==> src/design/qpi_pkg.sv <==
// Shared types, codes and arithmetic helpers for the quadrature point interpolator.
`timescale 1ns / 1ps
package qpi_pkg;

    localparam int DEF_MAX_DOFS       = 8;
    localparam int DEF_MAX_POINTS     = 8;
    localparam int DEF_MAX_COMPONENTS = 3;
    localparam int QFIFO_DEPTH        = 2;

    localparam logic [2:0] OP_BASIS    = 3'd0;
    localparam logic [2:0] OP_GRADIENT = 3'd1;
    localparam logic [2:0] OP_DOF_VAL  = 3'd2;
    localparam logic [2:0] OP_DOF_DET  = 3'd3;
    localparam logic [2:0] OP_JACOBIAN = 3'd4;
    localparam logic [2:0] OP_EVALUATE = 3'd5;

    localparam logic [2:0] CFG_NUM_DOFS   = 3'd0;
    localparam logic [2:0] CFG_NUM_POINTS = 3'd1;
    localparam logic [2:0] CFG_NUM_COMP   = 3'd2;
    localparam logic [2:0] CFG_EVAL_MASK  = 3'd3;
    localparam logic [2:0] CFG_INTEGRAL   = 3'd4;
    localparam logic [2:0] CFG_ORDER      = 3'd5;

    localparam logic signed [63:0] TERM_LIM = 64'sd1 <<< 56;
    localparam logic signed [63:0] PHYS_LIM = 64'sd1 <<< 46;
    localparam logic signed [63:0] I32_MAX  = 64'sd2147483647;
    localparam logic signed [63:0] I32_MIN  = -64'sd2147483648;

    typedef enum logic [2:0] {
        KIND_BASIS,
        KIND_GRAD,
        KIND_DOFVAL,
        KIND_DET,
        KIND_JAC,
        KIND_EVAL
    } cmd_kind_t;

    typedef struct packed {
        cmd_kind_t          kind;
        logic [2:0]         row;
        logic [2:0]         col;
        logic [1:0]         comp;
        logic signed [31:0] data;
    } cmd_t;

    typedef struct packed {
        logic [3:0] num_dofs;
        logic [3:0] num_points;
        logic [1:0] num_components;
        logic [3:0] eval_mask;
        logic       integral_mode;
        logic       output_order;
    } cfg_t;

    typedef struct packed {
        logic [2:0]         point_index;
        logic [1:0]         component;
        logic signed [31:0] value;
        logic signed [31:0] derivative;
        logic signed [31:0] determinant;
        logic               div_fault;
        logic               last;
    } res_t;

    typedef struct packed {
        logic signed [63:0] v;
        logic               f;
    } clamp_t;

    typedef struct packed {
        logic signed [31:0] v;
        logic               f;
    } sat_t;

    function automatic clamp_t clamp64(input logic signed [63:0] v,
                                       input logic signed [63:0] lim);
        clamp_t r;
        r.v = v;
        r.f = 1'b0;
        if (v > lim) begin
            r.v = lim;
            r.f = 1'b1;
        end else if (v < -lim) begin
            r.v = -lim;
            r.f = 1'b1;
        end
        return r;
    endfunction

    // An input equal to the most negative code lands one above it, still flagged.
    function automatic sat_t sat32(input logic signed [63:0] v);
        sat_t r;
        r.v = v[31:0];
        r.f = 1'b0;
        if (v > I32_MAX) begin
            r.v = I32_MAX[31:0];
            r.f = 1'b1;
        end else if (v < I32_MIN) begin
            r.v = I32_MIN[31:0];
            r.f = 1'b1;
        end else if (v == I32_MIN) begin
            r.v = I32_MIN[31:0] + 32'sd1;
            r.f = 1'b1;
        end
        return r;
    endfunction

    function automatic logic signed [63:0] q16_trunc(input logic signed [63:0] p);
        logic signed [63:0] t;
        t = p[63] ? p + 64'sd65535 : p;
        return t >>> 16;
    endfunction

endpackage

==> src/design/qpi_fifo.sv <==
// Short request queue between the front decoder and the back sequencer.
`timescale 1ns / 1ps
module qpi_fifo
    import qpi_pkg::*;
(
    input  logic aclk,
    input  logic aresetn,
    input  logic push,
    input  cmd_t wr_cmd,
    input  logic pop,
    output logic full,
    output logic rd_valid,
    output cmd_t rd_cmd
);

    localparam int AW = (QFIFO_DEPTH > 1) ? $clog2(QFIFO_DEPTH) : 1;
    localparam int CW = $clog2(QFIFO_DEPTH + 1);

    cmd_t          mem_reg [QFIFO_DEPTH];
    logic [AW-1:0] wr_ptr_reg;
    logic [AW-1:0] rd_ptr_reg;
    logic [CW-1:0] cnt_reg;

    always_ff @(posedge aclk) begin
        if (push) begin
            mem_reg[wr_ptr_reg] <= wr_cmd;
        end
    end

    always_ff @(posedge aclk) begin
        if (!aresetn) begin
            wr_ptr_reg <= '0;
            rd_ptr_reg <= '0;
            cnt_reg    <= '0;
        end else begin
            if (push) begin
                wr_ptr_reg <= (int'(wr_ptr_reg) == QFIFO_DEPTH - 1) ? '0 : wr_ptr_reg + AW'(1);
            end
            if (pop) begin
                rd_ptr_reg <= (int'(rd_ptr_reg) == QFIFO_DEPTH - 1) ? '0 : rd_ptr_reg + AW'(1);
            end
            cnt_reg <= cnt_reg + CW'(push) - CW'(pop);
        end
    end

    assign full     = int'(cnt_reg) == QFIFO_DEPTH;
    assign rd_valid = cnt_reg != '0;
    assign rd_cmd   = mem_reg[rd_ptr_reg];

endmodule

==> config.mk <==
export PLATFORM = sky130hd
export DESIGN_NAME = qpi_fifo
export DESIGN_NICKNAME = d
export VERILOG_FILES = /design/src/design/qpi_pkg.sv /design/src/design/qpi_fifo.sv
export SDC_FILE = /design/constraint.sdc
export NUM_CORES = 1
export LEC_CHECK = 0
export ABC_AREA = 0
export BUFFER_PORTS_ARGS = -buffer_cell sky130_fd_sc_hd__buf_2
export CAP_MARGIN = 40
export CORE_ASPECT_RATIO = 1.75
export CORE_MARGIN = 2
export CORE_UTILIZATION = 40
export CTS_BUF_LIST = sky130_fd_sc_hd__clkbuf_16
export DETAILED_ROUTE_END_ITERATION = 8
export GPL_TIMING_DRIVEN = 0
export PLACE_DENSITY = 0.66
export RECOVER_POWER = 100
export REMOVE_ABC_BUFFERS = 1
export SYNTH_ARGS = -nofsm -noshare
export SYNTH_HDL_FRONTEND = slang
export SYNTH_SLANG_ARGS = --single-unit
==> constraint.sdc <==
create_clock -name aclk -period 8.8 [get_ports aclk]
set_input_delay 1.32 -clock aclk [delete_from_list [all_inputs] [get_ports aclk]]
set_output_delay 1.32 -clock aclk [all_outputs]
set_load 0.01 [all_outputs]
* Word-level counts from Yosys, hierarchy flattened
Memories as Yosys holds them, arrays and structs flattened. A register that Yosys moved wholly into a read port is not among the register bits.
Cells that the tools add are included.
** Word-level totals
- Bits in registers :: 4
- Bits in writable memories :: 86
- Bits of input ports :: 47
- Output and inout port bits :: 45
- Logic and storage cells :: 16
- Memories kept :: 1
** Memory list
- mem_reg :: words 2, width 43, rd ports 1, clocked after Yosys merged registers in 1, write ports 1, RTL line qpi_fifo.sv:19 : cmd_t mem_reg [QFIFO_DEPTH];
** Operators by class
- $add $sub $neg :: 4
- Equal/unequal tests :: 1
- Muxes and demuxes :: 6
- Reductions and logical operators :: 1
** Operator list (count)
- $mux 1 :: 6
- $add 1x1->1 const B :: 2
- $add 2x1->2 :: 1
- $eq 2x2->1 const B :: 1
- $reduce_bool 2->1 :: 1
- $sub 2x1->2 :: 1

* Longest topological paths before layout
Gate-level depths: netlist of the first run.
- Word-level depth :: 4
- Depth in mapped cells :: 6

* Worst setup path before layout of the first run
OpenSTA, ideal clock, no wires.
- Path kind :: input-to-reg
- Start :: in push
- End :: mem mem_reg[0][0] in the netlist's numbering, enable pin
- Library setup time :: 0.450 ns
- Arrival :: 3.268 ns
- Data required time :: 8.350 ns
- Path slack :: 5.082 ns
- Stages on the path :: 1
- Path through :: nor2b_1
** Between the ends
- Word-level cells in the longest chain between the ends :: 2
** RTL lines
- from (decl) :: RTL line qpi_fifo.sv:8 : input logic push,
- $mux 1 :: RTL line qpi_fifo.sv:25 : if (push) begin
- $mux 1 (not written as such) :: RTL line qpi_fifo.sv:26 : mem_reg[wr_ptr_reg] <= wr_cmd;
- to (decl) :: RTL line qpi_fifo.sv:19
No other way between the ends.

==> impl_results.html, run 1 <==
<table>
<tr><th>Metric</th><th>Value</th></tr>
<tr><th colspan="2">Critical path</th></tr>
<tr><td>Crit path cell chain</td><td>clkbuf_1 &gt; mux2_2 &gt; clkbuf_1</td></tr>
<tr><td>Largest driver fanout on the critical path</td><td>25</td></tr>
<tr><td>Standard cell with the maximum stage delay on the critical path</td><td>clkbuf_1</td></tr>
<tr><td>Kind of end point of the critical path</td><td>output pin</td></tr>
<tr><td>Largest incremental delay on the critical path</td><td>1130 ps</td></tr>
<tr><td>Startpoint type of the worst setup path</td><td>register</td></tr>
<tr><td>Top cell family by delay on the critical path</td><td>buffers and inverters</td></tr>
<tr><td>Worst setup path class</td><td>register to output pin</td></tr>
<tr><td>Required time of the worst setup path</td><td>7480 ps</td></tr>
<tr><td>Most prevalent standard cell on the critical path</td><td>clkbuf_1</td></tr>
<tr><td>Number of buffers and inverters on the critical path</td><td>2</td></tr>
<tr><td>Worst EP arrival</td><td>2960 ps</td></tr>
<tr><th colspan="2">Routing</th></tr>
<tr><td>Routed wire length</td><td>5720 µm</td></tr>
<tr><td>Post-DRT Antenna Nets</td><td>0</td></tr>
<tr><td>Detailed route wirelength on metal2</td><td>3220 µm</td></tr>
<tr><td>Met3 wirelength from detailed routing</td><td>311 µm</td></tr>
<tr><td>Initial DRC Count</td><td>37</td></tr>
<tr><td>Post-route DRC</td><td>0</td></tr>
<tr><td>Top layer in use</td><td>met4</td></tr>
<tr><td>Total vias in the final route</td><td>1,681</td></tr>
<tr><td>Length of routed wiring on met1</td><td>2050 µm</td></tr>
<tr><td>WL per Instance</td><td>15.2 µm</td></tr>
<tr><td>Via-to-Cell Ratio</td><td>4.46</td></tr>
<tr><td>Number of detailed-routing iterations run before antenna repair</td><td>2</td></tr>
<tr><th colspan="2">Clocking</th></tr>
<tr><td>Worst-Skew Late Latency</td><td>340 ps</td></tr>
<tr><td>Number of buffers added for setup after CTS</td><td>0</td></tr>
<tr><td>Clock tree from TritonCTS</td><td>built</td></tr>
<tr><td>Number of buffers inserted by hold repair at cts</td><td>0</td></tr>
<tr><td>TritonCTS Sinks</td><td>91</td></tr>
<tr><td>Largest buffer count on any clock path</td><td>2</td></tr>
<tr><td>Quantity of gates resized following cts</td><td>0</td></tr>
<tr><td>Clock transition at the registers of the reported paths</td><td>60 ps</td></tr>
<tr><td>Root buffer selected by CTS</td><td>clkbuf_16</td></tr>
<tr><td>Inserted Clock Buffers</td><td>9</td></tr>
<tr><td>H-tree levels</td><td>3</td></tr>
<tr><th colspan="2">Power</th></tr>
<tr><td>Net Sw Power</td><td>204 µW</td></tr>
<tr><td>Internal power component</td><td>819 µW</td></tr>
<tr><td>Reg power frac</td><td>49.9%</td></tr>
<tr><td>Fraction of power spent switching nets</td><td>19.9%</td></tr>
<tr><td>Power density over the cells</td><td>242 nW/µm²</td></tr>
<tr><td>IR drop worst, VDD</td><td>0.113 mV</td></tr>
<tr><td>Clock power frac</td><td>40.9%</td></tr>
<tr><td>Comb power frac</td><td>9.2%</td></tr>
<tr><td>Cell leakage power</td><td>0.00156 µW</td></tr>
<tr><th colspan="2">Placed design</th></tr>
<tr><td>Final weighted congestion of routability-driven global placement</td><td>0.657</td></tr>
<tr><td>Cell Area, Placed</td><td>4130 µm²</td></tr>
<tr><td>Port-buffer cells</td><td>91</td></tr>
<tr><td>HPWL after detailed placement</td><td>4010 µm</td></tr>
<tr><th colspan="2">Hold path</th></tr>
<tr><td>Hold/Removal Path Class</td><td>register to register</td></tr>
<tr><th colspan="2">Floorplan</th></tr>
<tr><td>Initial core utilization</td><td>41.0%</td></tr>
<tr><td>Die span in y</td><td>128 µm</td></tr>
<tr><td>Core Area</td><td>8610 µm²</td></tr>
<tr><td>Total I/O pin count</td><td>92</td></tr>
<tr><td>Floorplan die width</td><td>75.1 µm</td></tr>
<tr><td>Count of standard-cell rows</td><td>45</td></tr>
<tr><td>Die Area</td><td>9640 µm²</td></tr>
<tr><th colspan="2">Run</th></tr>
<tr><td>Count of maximum capacitance violations</td><td>1</td></tr>
<tr><th colspan="2">Logic synthesis</th></tr>
<tr><td>Number of warnings reported in the yosys synthesis log</td><td>0</td></tr>
<tr><td>Post-synthesis area per instance</td><td>22.8 µm²</td></tr>
<tr><td>Number of instances in the synthesized netlist</td><td>155</td></tr>
<tr><td>Sequential area share after synthesis</td><td>75.9%</td></tr>
<tr><td>Yosys cell types</td><td>14</td></tr>
<tr><td>Mapped cell area</td><td>3540 µm²</td></tr>
<tr><td>Number of register bits inferred by synthesis</td><td>91</td></tr>
<tr><th colspan="2">Layout</th></tr>
<tr><td>Leading cell types in the layout, fill and taps excluded</td><td>edfxtp_1 (86), buf_2 (69), mux2_1 (38), clkbuf_1 (25), clkbuf_16 (9)</td></tr>
<tr><td>Fraction of layout instances using a drive strength above 1</td><td>34.2%</td></tr>
<tr><td>Number of flip-flops under the largest register name</td><td>86</td></tr>
<tr><td>Layout-stage area growth over the synthesis result</td><td>19.4%</td></tr>
<tr><td>Number of nets in the layout</td><td>304</td></tr>
<tr><td>Final standard cell area without fillers</td><td>4220 µm²</td></tr>
<tr><td>Antenna fix cells</td><td>0</td></tr>
<tr><td>Most frequent standard cell in the layout excluding fill and tap cells</td><td>edfxtp_1</td></tr>
<tr><th colspan="2">STA</th></tr>
<tr><td>Relative slew slack</td><td>-21.7%</td></tr>
<tr><td>Worst-Margin Slew</td><td>1820 ps</td></tr>
<tr><td>Count of final setup violators</td><td>0</td></tr>
<tr><td>RSZ-0062 raised after global routing</td><td>no</td></tr>
<tr><td>Number of failing hold endpoints at the final stage</td><td>0</td></tr>
<tr><td>Final critical path time including I/O delays and setup</td><td>4280 ps</td></tr>
<tr><td>Setup clock skew after layout</td><td>3.55 ps</td></tr>
<tr><td>Maximum frequency from static timing analysis</td><td>0.234 GHz</td></tr>
<tr><td>Pins Over Slew Limit</td><td>22</td></tr>
<tr><td>Portion of the clock cycle consumed by the worst path in the final layout</td><td>48.7%</td></tr>
<tr><td>Sum of negative setup slack</td><td>0 ps</td></tr>
<tr><th colspan="2">GRT</th></tr>
<tr><td>Vias in the first global route</td><td>1,742</td></tr>
<tr><td>Global-route wire length before repair</td><td>8420 µm</td></tr>
<tr><td>Tot GR Track Use</td><td>12.7%</td></tr>
<tr><td>Number of antenna violations at the first check in global routing</td><td>0</td></tr>
<tr><td>Overflow left after global routing</td><td>0</td></tr>
<tr><td>Largest net degree at the start of global routing</td><td>26</td></tr>
<tr><th colspan="2">Status</th></tr>
<tr><td>Violated checks</td><td>capacitance limit, slew limit</td></tr>
<tr><td>Run status</td><td>complete, but fails checks</td></tr>
</table>
-- tightest hold or removal path, cell delays in order, from the launching register on --
cell	delay (ps)
dfxtp_1	320
xor2_1	70
and2_0	140
-- final cells by class --
type                       count  area, µm²
tap                          117        146
multi-input combinational     57        612
clock buffer                   9        225
sequential                    91       2680
fill                         782       4390
clock inverter                 7        108
inverter                       2       7.51
timing repair buffer          94        439
-- logic make-up after synthesis --
group | after synthesis | share of synthesized area, %
flops | 91 | 75.9
mux | 43 | 17.9
simple gates | 9 | 1.59
buf+inv | 7 | 2.80
xor+xnor | 2 | 0.885
fa+ha+maj | 2 | 0.708
compound gates | 1 | 0.212
-- synthesized netlist by cell type, drive strengths merged --
master  instances  area, µm²
edfxtp         86       2580
dfxtp           5        100
or2             1       6.26
buf             5       91.3
ha              2       25.0
o21a            1       7.51
and2            4       25.0
mux2           43        634
nor2b           4       25.0
xor2            1       8.76
xnor3           1       22.5
inv             2       7.51
-- power groups by stage --
stage	Clock (µW)	Combinational [µW]	Sequential [µW]
final	419	94.1	510
after global routing	449	104	512
after CTS	432	121	512
after detailed placement	0	120	522
after global placement	0	111	527
after floorplan	0	69.6	523
-- through the flow --
step / cells / setup WS (ps) / hold WS (ps) / total power [µW] / utilization, %
after global routing: 377 / 4280 / 617 / 1070 / 49.0
after detailed placement: 361 / 5880 / 567 / 642 / 48.0
final: 377 / 4520 / 575 / 1020 / 49.0
after CTS: 377 / 5500 / 577 / 1070 / 51.8
after global placement: 358 / 3880 / 565 / 638 / 47.0
after floorplan: 150 / 5080 / 555 / 593 / -
-- layer usage --
metal  up-vias  GRT usage [%]
met5         -              0
met4         0           7.88
met3        13           4.78
met2        48           21.8
met1       820           12.2
li1        800              -
-- worst paths after layout --
path	from	to	slack (ps)	depth (start not counted)
setup / recovery	register	rd_cmd[41]	4520	3
setup reg to reg	wr_ptr_reg	mem_reg[0][37]	5620	2
hold / removal	rd_ptr_reg	rd_ptr_reg	580	2
hold reg to reg	rd_ptr_reg	rd_ptr_reg	580	2
Note: power is estimated with default switching activity, not from simulation.
==> run 2, diff against run 1 <==
--- a/config.mk
+++ b/config.mk
@@ -5,7 +5,7 @@
 export SDC_FILE = /design/constraint.sdc
 export NUM_CORES = 1
 export LEC_CHECK = 0
-export ABC_AREA = 0
+export ABC_AREA = 1
 export BUFFER_PORTS_ARGS = -buffer_cell sky130_fd_sc_hd__buf_2
 export CAP_MARGIN = 40
 export CORE_ASPECT_RATIO = 1.75
@@ -14,7 +14,7 @@
 export CTS_BUF_LIST = sky130_fd_sc_hd__clkbuf_16
 export DETAILED_ROUTE_END_ITERATION = 8
 export GPL_TIMING_DRIVEN = 0
-export PLACE_DENSITY = 0.66
+export PLACE_DENSITY = 0.69
 export RECOVER_POWER = 100
 export REMOVE_ABC_BUFFERS = 1
 export SYNTH_ARGS = -nofsm -noshare
==> constraint.sdc (replaced) <==
create_clock -name aclk -period 3.7 [get_ports aclk]
set_input_delay 0.555 -clock aclk [delete_from_list [all_inputs] [get_ports aclk]]
set_output_delay 0.555 -clock aclk [all_outputs]
set_load 0.01 [all_outputs]
==> run 2 against run 1 <==
  * Hold slack got worse by 160 ps
  * Non-clock buffer count increased by 1
  * Area after synthesis is essentially flat
  * Sequential power increased by 140%
  * The flow still finishes with violations (capacitance limit, slew limit)
  * Combinational power rose by 140%
  * Critical path type unchanged
  * Clock power grew 100%
  * Die area about the same
  * Final cell count increased by 3.2%
  * Routed wire length up 0.54%
  * Critical path depth grew 1
==> impl_results.html, run 2 <==
<table>
<tr><th>Metric</th><th>Value</th></tr>
<tr><th colspan="2">GRT</th></tr>
<tr><td>Largest net degree at the start of global routing</td><td>24</td></tr>
<tr><td>Number of antenna violations at the first check in global routing</td><td>0</td></tr>
<tr><td>Tot GR Track Use</td><td>12.5%</td></tr>
<tr><td>Global-route wire length before repair</td><td>8400 µm</td></tr>
<tr><td>Vias in the first global route</td><td>1,742</td></tr>
<tr><td>Overflow left after global routing</td><td>0</td></tr>
<tr><th colspan="2">Layout</th></tr>
<tr><td>Number of nets in the layout</td><td>317</td></tr>
<tr><td>Layout-stage area growth over the synthesis result</td><td>21.2%</td></tr>
<tr><td>Fraction of layout instances using a drive strength above 1</td><td>33.1%</td></tr>
<tr><td>Most frequent standard cell in the layout excluding fill and tap cells</td><td>edfxtp_1</td></tr>
<tr><td>Number of flip-flops under the largest register name</td><td>86</td></tr>
<tr><td>Antenna fix cells</td><td>0</td></tr>
<tr><td>Leading cell types in the layout, fill and taps excluded</td><td>edfxtp_1 (86), buf_2 (53), clkbuf_1 (39), mux2_4 (20), mux2_1 (20)</td></tr>
<tr><td>Util after Layout</td><td>49.7%</td></tr>
<tr><td>Final standard cell area without fillers</td><td>4280 µm²</td></tr>
<tr><th colspan="2">Logic synthesis</th></tr>
<tr><td>Post-synth top cells</td><td>edfxtp_1 (86), mux2_4 (40), nand2_1 (9)</td></tr>
<tr><td>Post-synthesis area per instance</td><td>21.2 µm²</td></tr>
<tr><td>Biggest area consumer among synthesized cells</td><td>edfxtp_1</td></tr>
<tr><td>Mapped cell area</td><td>3530 µm²</td></tr>
<tr><td>Cells taking the most area after synthesis</td><td>edfxtp_1 (73%), mux2_4 (17%), dfxtp_1 (2.8%), buf_12 (2.3%), nand2_1 (0.96%)</td></tr>
<tr><td>Predominant post-synthesis flop cell</td><td>edfxtp_1</td></tr>
<tr><td>Yosys cell types</td><td>12</td></tr>
<tr><td>Number of instances in the synthesized netlist</td><td>167</td></tr>
<tr><td>Fraction of synthesized cell area taken by the top area cell type</td><td>73.1%</td></tr>
<tr><td>Most common cell in the synthesized netlist</td><td>edfxtp_1</td></tr>
<tr><td>Sequential area share after synthesis</td><td>75.9%</td></tr>
<tr><td>Number of warnings reported in the yosys synthesis log</td><td>0</td></tr>
<tr><td>Fraction of synthesis flops using an asynchronous set or reset pin</td><td>0%</td></tr>
<tr><td>Number of synthesized flops with an enable pin</td><td>86</td></tr>
<tr><td>Number of register bits inferred by synthesis</td><td>91</td></tr>
<tr><th colspan="2">Clocking</th></tr>
<tr><td>Root buffer selected by CTS</td><td>clkbuf_16</td></tr>
<tr><td>Inserted Clock Buffers</td><td>9</td></tr>
<tr><td>Number of buffers added for setup after CTS</td><td>0</td></tr>
<tr><td>Clock transition at the registers of the reported paths</td><td>60 ps</td></tr>
<tr><td>Quantity of gates resized following cts</td><td>0</td></tr>
<tr><td>Largest buffer count on any clock path</td><td>2</td></tr>
<tr><td>TritonCTS Sinks</td><td>91</td></tr>
<tr><td>Worst-Skew Late Latency</td><td>330 ps</td></tr>
<tr><td>H-tree levels</td><td>3</td></tr>
<tr><td>Number of buffers inserted by hold repair at cts</td><td>0</td></tr>
<tr><td>Clock tree from TritonCTS</td><td>built</td></tr>
<tr><th colspan="2">Routing</th></tr>
<tr><td>Initial DRC Count</td><td>57</td></tr>
<tr><td>WL per Instance</td><td>14.8 µm</td></tr>
<tr><td>Routed wire length</td><td>5750 µm</td></tr>
<tr><td>Number of detailed-routing iterations run before antenna repair</td><td>3</td></tr>
<tr><td>Post-DRT Antenna Nets</td><td>0</td></tr>
<tr><td>Post-route DRC</td><td>0</td></tr>
<tr><td>Via-to-Cell Ratio</td><td>4.43</td></tr>
<tr><td>Total vias in the final route</td><td>1,724</td></tr>
<tr><th colspan="2">Critical path</th></tr>
<tr><td>Worst setup path class</td><td>register to output pin</td></tr>
<tr><td>Required time of the worst setup path</td><td>3140 ps</td></tr>
<tr><td>Startpoint type of the worst setup path</td><td>register</td></tr>
<tr><td>Largest driver fanout on the critical path</td><td>16</td></tr>
<tr><td>R2R Setup Slk</td><td>1180 ps</td></tr>
<tr><td>Kind of end point of the critical path</td><td>output pin</td></tr>
<tr><td>Worst EP arrival</td><td>2080 ps</td></tr>
<tr><th colspan="2">Status</th></tr>
<tr><td>Violated checks</td><td>capacitance limit, slew limit</td></tr>
<tr><td>Run status</td><td>complete, but fails checks</td></tr>
<tr><th colspan="2">STA</th></tr>
<tr><td>Relative slew slack</td><td>-46.0%</td></tr>
<tr><td>Maximum frequency from static timing analysis</td><td>0.379 GHz</td></tr>
<tr><td>Number of failing hold endpoints at the final stage</td><td>0</td></tr>
<tr><td>Worst-Margin Slew</td><td>2180 ps</td></tr>
<tr><td>Worst hold margin</td><td>414 ps</td></tr>
<tr><td>Setup clock skew after layout</td><td>6.88 ps</td></tr>
<tr><td>RSZ-0062 raised after global routing</td><td>no</td></tr>
<tr><td>Pins Over Slew Limit</td><td>23</td></tr>
<tr><td>Final critical-path setup slack</td><td>1060 ps</td></tr>
<tr><td>Final critical path time including I/O delays and setup</td><td>2640 ps</td></tr>
<tr><td>Count of final setup violators</td><td>0</td></tr>
<tr><td>Portion of the clock cycle consumed by the worst path in the final layout</td><td>71.3%</td></tr>
<tr><th colspan="2">Floorplan</th></tr>
<tr><td>Total I/O pin count</td><td>92</td></tr>
<tr><td>Floorplan die width</td><td>75.0 µm</td></tr>
<tr><td>Core Area</td><td>8610 µm²</td></tr>
<tr><td>Count of standard-cell rows</td><td>45</td></tr>
<tr><td>Initial core utilization</td><td>41.0%</td></tr>
<tr><td>Die Area</td><td>9630 µm²</td></tr>
<tr><td>Die span in y</td><td>128 µm</td></tr>
<tr><th colspan="2">Power</th></tr>
<tr><td>Cell leakage power</td><td>0.00162 µW</td></tr>
<tr><td>IR drop worst, VDD</td><td>0.321 mV</td></tr>
<tr><td>Power density over the cells</td><td>532 nW/µm²</td></tr>
<tr><th colspan="2">Hold path</th></tr>
<tr><td>Hold/Removal Path Class</td><td>primary input to register</td></tr>
<tr><th colspan="2">Run</th></tr>
<tr><td>Count of maximum capacitance violations</td><td>1</td></tr>
<tr><th colspan="2">Placed design</th></tr>
<tr><td>HPWL after detailed placement</td><td>3960 µm</td></tr>
<tr><td>Port-buffer cells</td><td>91</td></tr>
<tr><td>Cell Area, Placed</td><td>4160 µm²</td></tr>
<tr><td>Pre-CTS setup slack</td><td>1570 ps</td></tr>
<tr><td>Final weighted congestion of routability-driven global placement</td><td>0.692</td></tr>
</table>
[run 2: changes by cell type after synthesis, sizes merged]
cell   before  now
nand3       0    1
inv         2    7
nor2b       4    0
a21oi       0    1
xnor3       1    0
or2         1    0
o21a        1    0
xor2        1    0
nand2       0    9
nor2        0    8
and2        4    0
[run 2: power by group]
| part | internal (µW) | switching (µW) |
|---|---|---|
| clock network | 508 | 336 |
| registers | 1190 | 18.6 |
| logic | 107 | 116 |
[run 2: area by class of cell]
cell class	instances	area, µm²
timing repair buffer	95	494
clock inverter	6	50.0
sequential	91	2680
tap	117	146
multi-input combinational	64	658
fill	758	4330
inverter	7	26.3
clock buffer	9	225
[run 2: cell families (layout without fill, tap and decap cells)]
kind of cell	after synthesis	in the layout	synth area share [%]
AO/OA/AOI/OAI	1	1	0.142
multiplexers	43	43	18.0
buffers and inverters	12	117	3.33
AND/OR/NAND/NOR	18	18	1.95
flip-flops	91	91	75.9
adder cells (fa/ha/maj)	2	2	0.708
[run 2: through the flow]
stage	instances	power (µW)	setup TNS [ps]
final	389	2280	0
after global placement	370	1470	-12800
after floorplan	162	1380	0
after CTS	389	2350	0
after detailed placement	374	1490	0
after global routing	389	2370	0
[run 2: worst max-delay path, stage by stage (launching register included)]
cell,delay (ps)
dfxtp_1,830
buf_16,240
buf_16,170
mux2_1,350
buf_2,150
[run 2: final timing paths]
| path | startpoint | end | cells after the start |
|---|---|---|---|
| worst max register to register | wr_ptr_reg | mem_reg[1][33] | 3 |
| worst max-delay path | register | rd_cmd[22] | 4 |
| worst min-delay path | wr_cmd[27] | mem_reg[0][27] | 1 |
| worst min register to register | rd_ptr_reg | rd_ptr_reg | 2 |
[run 2: metal layers]
layer | share of wire (%) | GRT usage [%] | up-vias | wire [µm]
li1 | - | - | 836 | -
met4 | 2.8 | 8.61 | 0 | 163
met5 | 0 | 0 | - | 0
met1 | 38 | 13.1 | 828 | 2180
met3 | 4.6 | 3.68 | 11 | 265
met2 | 55 | 20.7 | 49 | 3140
